File: config.mk
export PLATFORM = sky130hd
export DESIGN_NAME = sortable_search_fifo_top
export DESIGN_NICKNAME = d
export VERILOG_FILES = /design/src/design/ssf_pkg.sv /design/src/design/ssf_ram.sv /design/src/design/sortable_search_fifo_top.sv
export VERILOG_INCLUDE_DIRS = /design/src /design/src/design
export SDC_FILE = /design/constraint.sdc
export NUM_CORES = 1
export LEC_CHECK = 0
export ABC_AREA = 0
export BUFFER_PORTS_ARGS = -buffer_cell sky130_fd_sc_hd__buf_2
export CELL_PAD_IN_SITES_DETAIL_PLACEMENT = 0
export CELL_PAD_IN_SITES_GLOBAL_PLACEMENT = 1
export CORE_ASPECT_RATIO = 1.4
export CORE_MARGIN = 8
export CORE_UTILIZATION = 56
export CTS_CLUSTER_SIZE = 40
export DETAILED_ROUTE_END_ITERATION = 8
export PLACE_DENSITY_LB_ADDON = 0.1
export SYNTH_ARGS = -nofsm -noshare
export SYNTH_HDL_FRONTEND = slang
export SYNTH_HIERARCHICAL = 1
export SYNTH_SLANG_ARGS = --single-unit
File: constraint.sdc
create_clock -name clk_i -period 9.25 [get_ports clk_i]
set_input_delay 0.925 -clock clk_i [delete_from_list [all_inputs] [get_ports clk_i]]
set_output_delay 0.925 -clock clk_i [all_outputs]
set_load 0.02 [all_outputs]
File: src/design/sortable_search_fifo_top_defines.svh
// ----------------------------------------------------------------------------
// Sortable search FIFO assertion macros
// Shared concurrent assertion forms, clocked on clk_i.
// ----------------------------------------------------------------------------
`ifndef SORTABLE_SEARCH_FIFO_TOP_DEFINES_SVH
`define SORTABLE_SEARCH_FIFO_TOP_DEFINES_SVH

// check outside reset only
`define SSF_ASSERT(lbl, prop, msg) \
  lbl: assert property (@(posedge clk_i) disable iff (!rst_ni) prop) else $error(msg);

// check at every edge, reset included
`define SSF_ASSERT_ALWAYS(lbl, prop, msg) \
  lbl: assert property (@(posedge clk_i) prop) else $error(msg);

`endif

File: src/design/ssf_pkg.sv
// ----------------------------------------------------------------------------
// Sortable search FIFO package
// Sizes, operation codes, transaction types and word conversions.
// ----------------------------------------------------------------------------
`timescale 1ns / 1ps

package ssf_pkg;

  localparam int DEPTH = 16;
  localparam int WIDTH = 32;
  localparam int AW    = $clog2(DEPTH);
  localparam int CW    = $clog2(DEPTH + 1);

  typedef logic [WIDTH-1:0] word_t;

  typedef enum logic [1:0] {
    OP_PUSH = 2'd0,
    OP_POP  = 2'd1,
    OP_FIND = 2'd2,
    OP_SORT = 2'd3
  } op_e;

  typedef struct packed {
    op_e         op;
    logic [31:0] value_in;
  } in_t;

  typedef struct packed {
    logic [31:0] head_value;
    logic [31:0] tail_value;
    logic [4:0]  entry_count;
    logic        is_empty;
    logic        hit;
    logic [31:0] hit_value;
    logic        error;
  } out_t;

  function automatic word_t from_field(logic [31:0] v);
    logic [63:0] e;
    e = 64'(v);
    return e[WIDTH-1:0];
  endfunction

  function automatic logic [31:0] to_field(word_t w);
    logic [63:0] e;
    e = 64'(w);
    return e[31:0];
  endfunction

endpackage

File: src/design/ssf_ram.sv
// ----------------------------------------------------------------------------
// Sortable search FIFO RAM
// Generic single write port, single read port RAM with registered read data.
// ----------------------------------------------------------------------------
`timescale 1ns / 1ps

module ssf_ram #(
  parameter int Width = 32,
  parameter int Depth = 16
) (
  input  logic                     clk_i,
  input  logic                     we_i,
  input  logic [$clog2(Depth)-1:0] waddr_i,
  input  logic [Width-1:0]         wdata_i,
  input  logic [$clog2(Depth)-1:0] raddr_i,
  output logic [Width-1:0]         rdata_o
);

  logic [Width-1:0] mem_q [Depth];
  logic [Width-1:0] rdata_q;

  always_ff @(posedge clk_i) begin
    if (we_i) begin
      mem_q[waddr_i] <= wdata_i;
    end
    rdata_q <= mem_q[raddr_i];
  end

  assign rdata_o = rdata_q;

endmodule

File: src/design/sortable_search_fifo_top.sv
// ----------------------------------------------------------------------------
// Sortable search FIFO
// Bounded FIFO of words with push, pop, find and stable ascending sort.
// ----------------------------------------------------------------------------
// One transaction is taken at a time; in_stall_o stays high until its result
// is queued in the output register. The single read port of the entry RAM
// and the one shared comparator set the pace: find scans one entry a cycle,
// sort runs N - 1 bubble passes of one entry a cycle for N >= 2 stored
// entries, and every operation ends with a head read and a tail read. A new
// transaction is accepted while the previous result still waits on
// out_stall_i.
// ----------------------------------------------------------------------------
`timescale 1ns / 1ps
`include "sortable_search_fifo_top_defines.svh"

module sortable_search_fifo_top import ssf_pkg::*; (
  input  logic clk_i,
  input  logic rst_ni,
  input  logic in_valid_i,
  output logic in_stall_o,
  input  in_t  in_data_i,
  output logic out_valid_o,
  input  logic out_stall_i,
  output out_t out_data_o
);

  typedef enum logic [3:0] {
    S_IDLE,
    S_FIND,
    S_SORT_LD,
    S_SORT_STEP,
    S_SORT_END,
    S_RD_HEAD,
    S_RD_TAIL,
    S_DONE
  } state_e;

  state_e         state_q;
  logic [CW-1:0]  count_q;
  logic [AW-1:0]  hptr_q;
  logic [AW-1:0]  idx_q;
  logic [AW-1:0]  pass_q;
  word_t          query_q;
  word_t          cur_q;
  word_t          head_q;
  logic           hit_q;
  logic           err_q;
  logic           out_valid_q;
  out_t           out_data_q;

  logic           in_acc;
  logic           full;
  logic [CW-1:0]  cnt_m1;
  logic [CW-1:0]  cnt_m2;
  logic [AW-1:0]  last_idx;
  logic [AW-1:0]  lraddr;
  logic [AW-1:0]  raddr;
  logic           we;
  logic [AW-1:0]  waddr;
  word_t          wdata;
  word_t          rdata;
  word_t          cmp_a;
  word_t          cmp_b;
  logic           cmp_eq;
  logic           cmp_gt;

  function automatic logic [AW-1:0] phys(logic [AW-1:0] base, logic [AW-1:0] l);
    logic [AW:0] sum;
    sum = {1'b0, base} + {1'b0, l};
    if (sum >= (AW+1)'(DEPTH)) begin
      sum = sum - (AW+1)'(DEPTH);
    end
    return sum[AW-1:0];
  endfunction

  assign in_acc     = in_valid_i && (state_q == S_IDLE);
  assign in_stall_o = (state_q != S_IDLE);
  assign full       = (count_q == CW'(DEPTH));
  assign cnt_m1     = count_q - CW'(1);
  assign cnt_m2     = count_q - CW'(2);
  assign last_idx   = cnt_m1[AW-1:0];

  always_comb begin
    cmp_a = rdata;
    cmp_b = query_q;
    if (state_q == S_SORT_STEP) begin
      cmp_a = cur_q;
      cmp_b = rdata;
    end
  end

  assign cmp_eq = (cmp_a == cmp_b);
  assign cmp_gt = (cmp_a > cmp_b);

  always_comb begin
    case (state_q)
      S_FIND, S_SORT_STEP: lraddr = idx_q + AW'(1);
      S_SORT_LD:           lraddr = AW'(1);
      S_RD_TAIL, S_DONE:   lraddr = last_idx;
      default:             lraddr = '0;
    endcase
  end

  assign raddr = phys(hptr_q, lraddr);

  always_comb begin
    we    = 1'b0;
    waddr = phys(hptr_q, count_q[AW-1:0]);
    wdata = from_field(in_data_i.value_in);
    case (state_q)
      S_IDLE: begin
        we = in_acc && (in_data_i.op == OP_PUSH) && !full;
      end
      S_SORT_STEP: begin
        we    = 1'b1;
        waddr = phys(hptr_q, idx_q - AW'(1));
        wdata = cmp_gt ? rdata : cur_q;
      end
      S_SORT_END: begin
        we    = 1'b1;
        waddr = phys(hptr_q, last_idx);
        wdata = cur_q;
      end
      default: begin
        we = 1'b0;
      end
    endcase
  end

  ssf_ram #(
    .Width (WIDTH),
    .Depth (DEPTH)
  ) u_ram (
    .clk_i   (clk_i),
    .we_i    (we),
    .waddr_i (waddr),
    .wdata_i (wdata),
    .raddr_i (raddr),
    .rdata_o (rdata)
  );

  always_ff @(posedge clk_i or negedge rst_ni) begin
    if (!rst_ni) begin
      state_q     <= S_IDLE;
      count_q     <= '0;
      hptr_q      <= '0;
      idx_q       <= '0;
      pass_q      <= '0;
      query_q     <= '0;
      cur_q       <= '0;
      head_q      <= '0;
      hit_q       <= 1'b0;
      err_q       <= 1'b0;
      out_valid_q <= 1'b0;
      out_data_q  <= '0;
    end else begin
      if (out_valid_q && !out_stall_i) begin
        out_valid_q <= 1'b0;
      end
      case (state_q)
        S_IDLE: begin
          if (in_acc) begin
            query_q <= from_field(in_data_i.value_in);
            hit_q   <= 1'b0;
            err_q   <= 1'b0;
            idx_q   <= '0;
            pass_q  <= '0;
            state_q <= S_RD_HEAD;
            case (in_data_i.op)
              OP_PUSH: begin
                if (full) begin
                  err_q <= 1'b1;
                end else begin
                  count_q <= count_q + CW'(1);
                end
              end
              OP_POP: begin
                if (count_q == '0) begin
                  err_q <= 1'b1;
                end else begin
                  count_q <= cnt_m1;
                  hptr_q  <= phys(hptr_q, AW'(1));
                end
              end
              OP_FIND: begin
                if (count_q != '0) begin
                  state_q <= S_FIND;
                end
              end
              default: begin
                if (count_q > CW'(1)) begin
                  state_q <= S_SORT_LD;
                end
              end
            endcase
          end
        end
        S_FIND: begin
          if (cmp_eq) begin
            hit_q <= 1'b1;
          end
          if (idx_q == last_idx) begin
            state_q <= S_RD_HEAD;
          end else begin
            idx_q <= idx_q + AW'(1);
          end
        end
        S_SORT_LD: begin
          cur_q   <= rdata;
          idx_q   <= AW'(1);
          state_q <= S_SORT_STEP;
        end
        S_SORT_STEP: begin
          cur_q <= cmp_gt ? cur_q : rdata;
          if (idx_q == last_idx) begin
            state_q <= S_SORT_END;
          end else begin
            idx_q <= idx_q + AW'(1);
          end
        end
        S_SORT_END: begin
          if (pass_q == cnt_m2[AW-1:0]) begin
            state_q <= S_RD_HEAD;
          end else begin
            pass_q  <= pass_q + AW'(1);
            state_q <= S_SORT_LD;
          end
        end
        S_RD_HEAD: begin
          state_q <= S_RD_TAIL;
        end
        S_RD_TAIL: begin
          head_q  <= rdata;
          state_q <= S_DONE;
        end
        S_DONE: begin
          if (!out_valid_q || !out_stall_i) begin
            out_valid_q            <= 1'b1;
            out_data_q.head_value  <= (count_q != '0) ? to_field(head_q) : 32'd0;
            out_data_q.tail_value  <= (count_q != '0) ? to_field(rdata) : 32'd0;
            out_data_q.entry_count <= 5'(count_q);
            out_data_q.is_empty    <= (count_q == '0);
            out_data_q.hit         <= hit_q;
            out_data_q.hit_value   <= hit_q ? to_field(query_q) : 32'd0;
            out_data_q.error       <= err_q;
            state_q                <= S_IDLE;
          end
        end
        default: begin
          state_q <= S_IDLE;
        end
      endcase
    end
  end

  assign out_valid_o = out_valid_q;
  assign out_data_o  = out_data_q;

  `SSF_ASSERT_ALWAYS(a_count_bound, (count_q <= CW'(DEPTH)), "entry count above depth")
  `SSF_ASSERT(a_busy_after_accept, (in_valid_i && !in_stall_o) |=> in_stall_o, "not busy after accept")
  `SSF_ASSERT(a_push_grows, (in_acc && (in_data_i.op == OP_PUSH) && !full) |=> (count_q == $past(count_q) + CW'(1)), "push did not add an entry")
  `SSF_ASSERT(a_err_no_hit, out_valid_o |-> !(out_data_o.error && out_data_o.hit), "error and hit together")

endmodule

==> results of run 1 <==
-- flip-flops by register name, indices dropped and copies added (netlist names) --
name and cells:
count_q 5, cur_q 32, err_q 1, head_q 32, hit_q 1, hptr_q 4
idx_q 4, out_data_o 104, out_valid_o 1, pass_q 4, query_q 32, state_q 3
u_ram/mem_q 512, u_ram/rdata_o 32
-- final timing paths --
| kind | to | from | cells past startpoint |
|---|---|---|---|
| worst max-delay path | u_ram/mem_q[4][0] | state_q[2] | 13 |
| worst min-delay path | out_data_o[31] | rst_ni | 1 |
| worst max register to register | u_ram/mem_q[4][0] | state_q[2] | 13 |
| worst min register to register | out_data_o[15] | out_data_o[15] | 2 |
| max in group asynchronous | cur_q[19] | rst_ni | 2 |
| min in group clk_i | out_data_o[15] | out_data_o[15] | 2 |
-- placed cells by master, fill, tap and decap left out, types with 15 or more instances in the layout --
cell and instances:
a21oi_1 57, a22o_1 65, a22oi_1 97, a2bb2oi_1 32, and2_1 34, buf_2 142
buf_4 36, clkbuf_1 17, clkbuf_16 76, clkinv_1 15, dfrtp_1 223, dfxtp_1 32
edfxtp_1 512, ha_1 48, mux2_2 36, mux4_2 128, nand2_1 352, nand3_1 72
nand4_1 41, nor2_1 21, nor2_4 15, o211ai_1 34, o21ai_0 60, o21ai_1 30
or3_1 33, xnor2_1 19
-- worst max-delay path, delay by kind of cell (launching register included) --
| family | cells | cell delay, ns |
|---|---|---|
| flops | 1 | 0.56 |
| compound gates | 3 | 1.78 |
| simple gates | 7 | 2.12 |
| buf+inv | 2 | 0.81 |
| fa+ha+maj | 1 | 0.34 |
-- synthesized netlist by cell type, drive strengths merged, types with 2 or more instances --
cell / n
a22o: 65
nor3: 11
nand3: 74
a21oi: 58
and3: 2
a21boi: 2
or3: 34
dfrtp: 223
nand2: 353
mux2i: 2
nor2b: 4
o221ai: 2
dfxtp: 32
mux4: 128
o21ai: 90
nand2b: 6
nand3b: 4
edfxtp: 512
mux2: 36
a22oi: 97
and2: 35
a21o: 4
nand4: 43
a31oi: 4
a2bb2oi: 32
o21a: 2
xor2: 12
o22ai: 2
clkbuf: 74
o211ai: 35
nor2: 40
xnor2: 19
buf: 74
ha: 49
nor4: 2
o31ai: 2
fa: 2
inv: 14
o31a: 2
a31o: 2
-- area by class of cell --
cell class                 count  area [sq um]  share of cell area
sequential                   767         21600              0.5985
multi-input combinational   1268         10110              0.2801
clock buffer                  96          1994             0.05527
timing repair buffer         180          1016             0.02816
tap                          742         928.4             0.02573
clock inverter                36         381.6             0.01058
inverter                      15         58.81            0.001630
-- metal layers --
metal	up-vias	GRT usage	share of wire
met3	113	0.03661	0.075
met4	0	0.06827	0.022
met2	784	0.4036	0.49
li1	8641	-	-
met1	10140	0.3450	0.41
met5	-	0	0
-- through the flow --
stage | instance area (sq um) | utilization | worst slack, ns
floorplan | 32310 | - | 3.731
global placement | 33710 | 0.5887 | 3.575
detailed placement | 33710 | 0.5887 | 3.301
CTS | 36080 | 0.6302 | 3.281
global route | 36080 | 0.6302 | 2.744
finish | 36080 | 0.6302 | 3.228
-- cell families after synthesis --
group,share of synthesized area
AO/OA/AOI/OAI,0.08856
multiplexers,0.1024
buffers and inverters,0.02424
adder cells (fa/ha/maj),0.02021
AND/OR/NAND/NOR,0.08713
flip-flops,0.6684
XOR/XNOR,0.009100
==> flow_summary.ini, run 1 <==
[outcome]
status = finished clean

[clock_tree]
clock_path_buffers = 3
clkLatencyLatePin_ns = 0.62
ctsHtreeMaxLevel = 3
numCtsBuffers = 72
cts-root-buf = clkbuf_16
hold_buffers = 0
clock-sinks = 767
clkTransAtPathRegs_ns = 0.06
cts_tree = built
post_cts.repair.setup_buffers = 0
cts_resized = 0

[synthesis]
ys_ff_latch = 767
async_flop_share = 0.2907
synth_top_area_cell = edfxtp_1
syn-instance-count = 2198
synth.net_count = 2287
synth_edf_count = 512
synth_top_area_share = 0.4758
yosys_warnings = 6
ys_types = 72
synth_ff_type = edfxtp_1
ys_top_cells_by_area = edfxtp_1 48%, dfrtp_1 17%, mux4_2 8.9%
syn_avg_cell_area_sq_um = 14.70
yosysSeqAreaShare = 0.6684
synth.cell_area_sq_um = 32310

[global_route]
grt_pass1_wl_um = 123600
grt_pass1_vias = 19730
grt_overflow_total = 0
grt_start_max_net_pins = 91
antenna_found_initial = 2
grtUsageTotal = 0.2470

[place]
dp.cells = 2972
dp_hpwl_um = 49520
portBuffers = 143
gp_congestion = 0.8950

[floorplan]
io_pins = 144
start_util = 0.5643
fp.dieArea_sq_um = 65750
die_x_um = 219.0
die_y_um = 300.2
placement_rows = 104
coreArea_sq_um = 57250

[setup_path]
cp-end-kind = flip-flop
cp_cell_sequence = clkinv_1, nand2_1, nor2_4, buf_4, and2_1, a21oi_1, ha_1, nand4_1, or3_4, nand2b_4, a31oi_4, nor2_1, o211ai_1
crit_fanout = 52
critPathLaunchType = flip-flop
cp.arrival_ns = 6.27
cp_slowest_stage_delay_ns = 0.91
reg2reg_slack_ns = 3.23
cp_data_required_time_ns = 9.50
critPathKind = flip-flop to flip-flop
critical-path-slowest-cell = o211ai_1

[sta]
hold-worst-slack_ns = 0.2820
hold_violations = 0
final_max_slew_viol_count = 0
max-slew-margin-rel = 0.1339
fin_tns_setup_ns = 0
worstMarginPinSlew_ns = 1.296
setup_violations = 0
skew_ns = 0.02809
rsz0062_at_grt = false
fin_crit_sh = 0.6510
fmaxAchievable_ghz = 0.1661
min_period_ns = 6.022

[final_layout]
final_nets = 2393
instances_no_fill = 3104
drive_gt1_frac = 0.2104
nFillCells = 4229
antenna_cells = 0
areaGrowthSynthToFinish_pct = 11.67

[flow_run]
drv_cap = 0

[drt]
antenna_left = 0
drcViolationCount = 0
routed_via_density = 6.339
drt_iter0_markers = 2034
firstDrtPassIters = 7
routed_wirelength_um = 81370
wl_per_cell_um = 26.21
num_vias = 19680

[min_path]
hold_path.class = input pin to async pin
Power of run 1 is left out: the tool's default activity adds up to more than one toggle a clock period on the data nets, which glitch-free logic cannot reach.
==> inputs of run 2 (changes only) <==
Settings changed: CORE_UTILIZATION 56 to 47.
Clock period 9.25 ns to 5.4 ns, I/O delays scaled along.
==> run 2 against run 1 <==
- global-route usage shrank 2.6 points
- cell area grew 2.2%
- setup slack lost 2.7 ns
- core utilization shrank 8.8 points
- clock skew shrank 0.0093 ns
- wire length grew 5.1%
- hold slack lost 0.13 ns
- sequential share of layout area shrank 1.3 points
- flip-flop and latch count is the same
- final cell count grew 6.9%
- critical path depth grew 1
==> flow_summary.ini, run 2 (synthesis gave the netlist of run 1 again) <==
[setup_path]
cp_cell_sequence = inv_1, nor2_1, nand2_2, buf_12, nand2_1, nand2_1, ha_1, nand4_1, nor4_2, and2_2, a31oi_4, buf_4, o21ai_1, nand3_1
cp-end-kind = flip-flop
cp.depth = 14
cp.arrival_ns = 5.07
cp_num_buf_inv = 3
cp_data_required_time_ns = 5.56
critPathLaunchType = flip-flop
r2r_end = u_ram/mem_q[6][15]
critPathKind = flip-flop to flip-flop
r2r_start = state_q[0]
critical-path-slowest-cell = dfrtp_1
r2r_cells = 14
cpLargestDelayFamily = simple AND/OR/NAND/NOR gates
reg2reg_slack_ns = 0.48
critPathLaunch = state_q[0]
crit_fanout = 48
cp_slowest_stage_delay_ns = 0.56
endpoint = u_ram/mem_q[6][15]
crit_path_frequent_cell = nand2_1

[clock_tree]
clock_path_buffers = 3
clock-sinks = 767
clkTransAtPathRegs_ns = 0.06
clkLatencyLatePin_ns = 0.63
numCtsBuffers = 74
cts_tree = built
cts-root-buf = clkbuf_16
ctsHtreeMaxLevel = 3
post_cts.repair.setup_buffers = 0
cts_resized = 0

[sta]
max-slew-margin-rel = 0.2087
fin_tns_setup_ns = 0
setup_violations = 0
final_max_slew_viol_count = 0
worstMarginPinSlew_ns = 1.187
skew_ns = 0.01880
fin_crit_sh = 0.9104
min_period_ns = 4.916
fmaxAchievable_ghz = 0.2034
hold_violations = 0
rsz0062_at_grt = false

[floorplan]
coreArea_sq_um = 68010
fp.dieArea_sq_um = 77510
placement_rows = 113
die_x_um = 237.6
start_util = 0.4751
die_y_um = 326.2
io_pins = 144

[global_route]
grt_pass1_vias = 20010
use_met3 = 0.03278
grt_pass1_wl_um = 129200
grtUsageTotal = 0.2206
gr-max-usage-layer = met2
grt.met1_usage = 0.2978
grt_start_max_net_pins = 134
antenna_found_initial = 0
grt_overflow_total = 0
grt_use_met2 = 0.3668

[final_layout]
final_nets = 2427
antenna_cells = 0
final_common_cell = edfxtp_1
final_cell_mix = 512 x edfxtp_1, 352 x nand2_1, 223 x dfrtp_1
areaGrowthSynthToFinish_pct = 14.09
drive_gt1_frac = 0.2248
top_register = u_ram/mem_q
largest_reg_flops = 512
final_util = 0.5420

[min_path]
hold_path.class = input pin to flip-flop

[drt]
firstDrtPassIters = 6
routed_via_density = 5.907
antenna_left = 0
routed_wirelength_um = 85540
drt_iter0_markers = 1866
num_vias = 19600
drcViolationCount = 0
wl_per_cell_um = 25.78

[flow_run]
drv_cap = 0

[outcome]
status = finished clean

[place]
dp_hpwl_um = 51970
gp_congestion = 0.8789
portBuffers = 143
[run 2: cell count changes in the layout (fill, tap and decap cells not counted), moves of 9 or more]
cell,previous run,this run
buf_12,1,13
clkbuf_8,1,10
buf_4,36,55
clkinv_1,15,6
[run 2: how the worst min path moves through the flow]
stage / startpoint / end / cells after the start / slack [ns]
floorplan: rst_ni / count_q[0] / 0 / 0.24
global placement: out_data_o[34] / out_data_o[34] / 2 / 0.46
detailed placement: out_data_o[34] / out_data_o[34] / 2 / 0.46
CTS: in_data_i[20] / query_q[20] / 3 / 0.11
global route: in_data_i[0] / query_q[0] / 3 / 0.13
finish: in_data_i[11] / query_q[11] / 3 / 0.15
[run 2: metal layers]
| layer | up-vias | routed length (um) | part of all wire |
|---|---|---|---|
| li1 | 8737 | - | - |
| met1 | 10030 | 36320 | 0.42 |
| met2 | 686 | 41810 | 0.49 |
| met3 | 141 | 5255 | 0.061 |
| met4 | 0 | 2151 | 0.025 |
| met5 | - | 0 | 0 |
[run 2: through the flow]
| stage | setup WS [ns] | hold slack [ns] | cells | cell area [sq um] |
|---|---|---|---|---|
| floorplan | 0.1424 | 0.2444 | 2198 | 32320 |
| global placement | 0.6676 | 0.4572 | 3181 | 34320 |
| detailed placement | 0.5168 | 0.4646 | 3181 | 34320 |
| CTS | 0.5344 | 0.1081 | 3318 | 36860 |
| global route | 0.2124 | 0.1340 | 3318 | 36860 |
| finish | 0.4840 | 0.1509 | 3318 | 36860 |
[run 2: final cells by class]
type / count / area [sq um]
Multi-Input combinational cell: 1268 / 10120
Timing Repair Buffer: 212 / 1409
Clock buffer: 107 / 2161
Tap cell: 920 / 1151
Inverter: 15 / 58.81
Clock inverter: 29 / 369.1
Sequential cell: 767 / 21600
Fill cell: 5558 / 31140
[run 2: tightest hold or removal path: stages]
cell	delay, ns
buf_2	0.10
nand2_1	0.05
nand2_1	0.05
[run 2: what timing repair did]
| item | CTS | global route |
|---|---|---|
| endpoints found under the hold margin | 90 | 0 |
| hold buffers | 1 | 0 |
| setup endpoints to repair | 0 | 0 |
Power of run 2 is left out for the same reason.
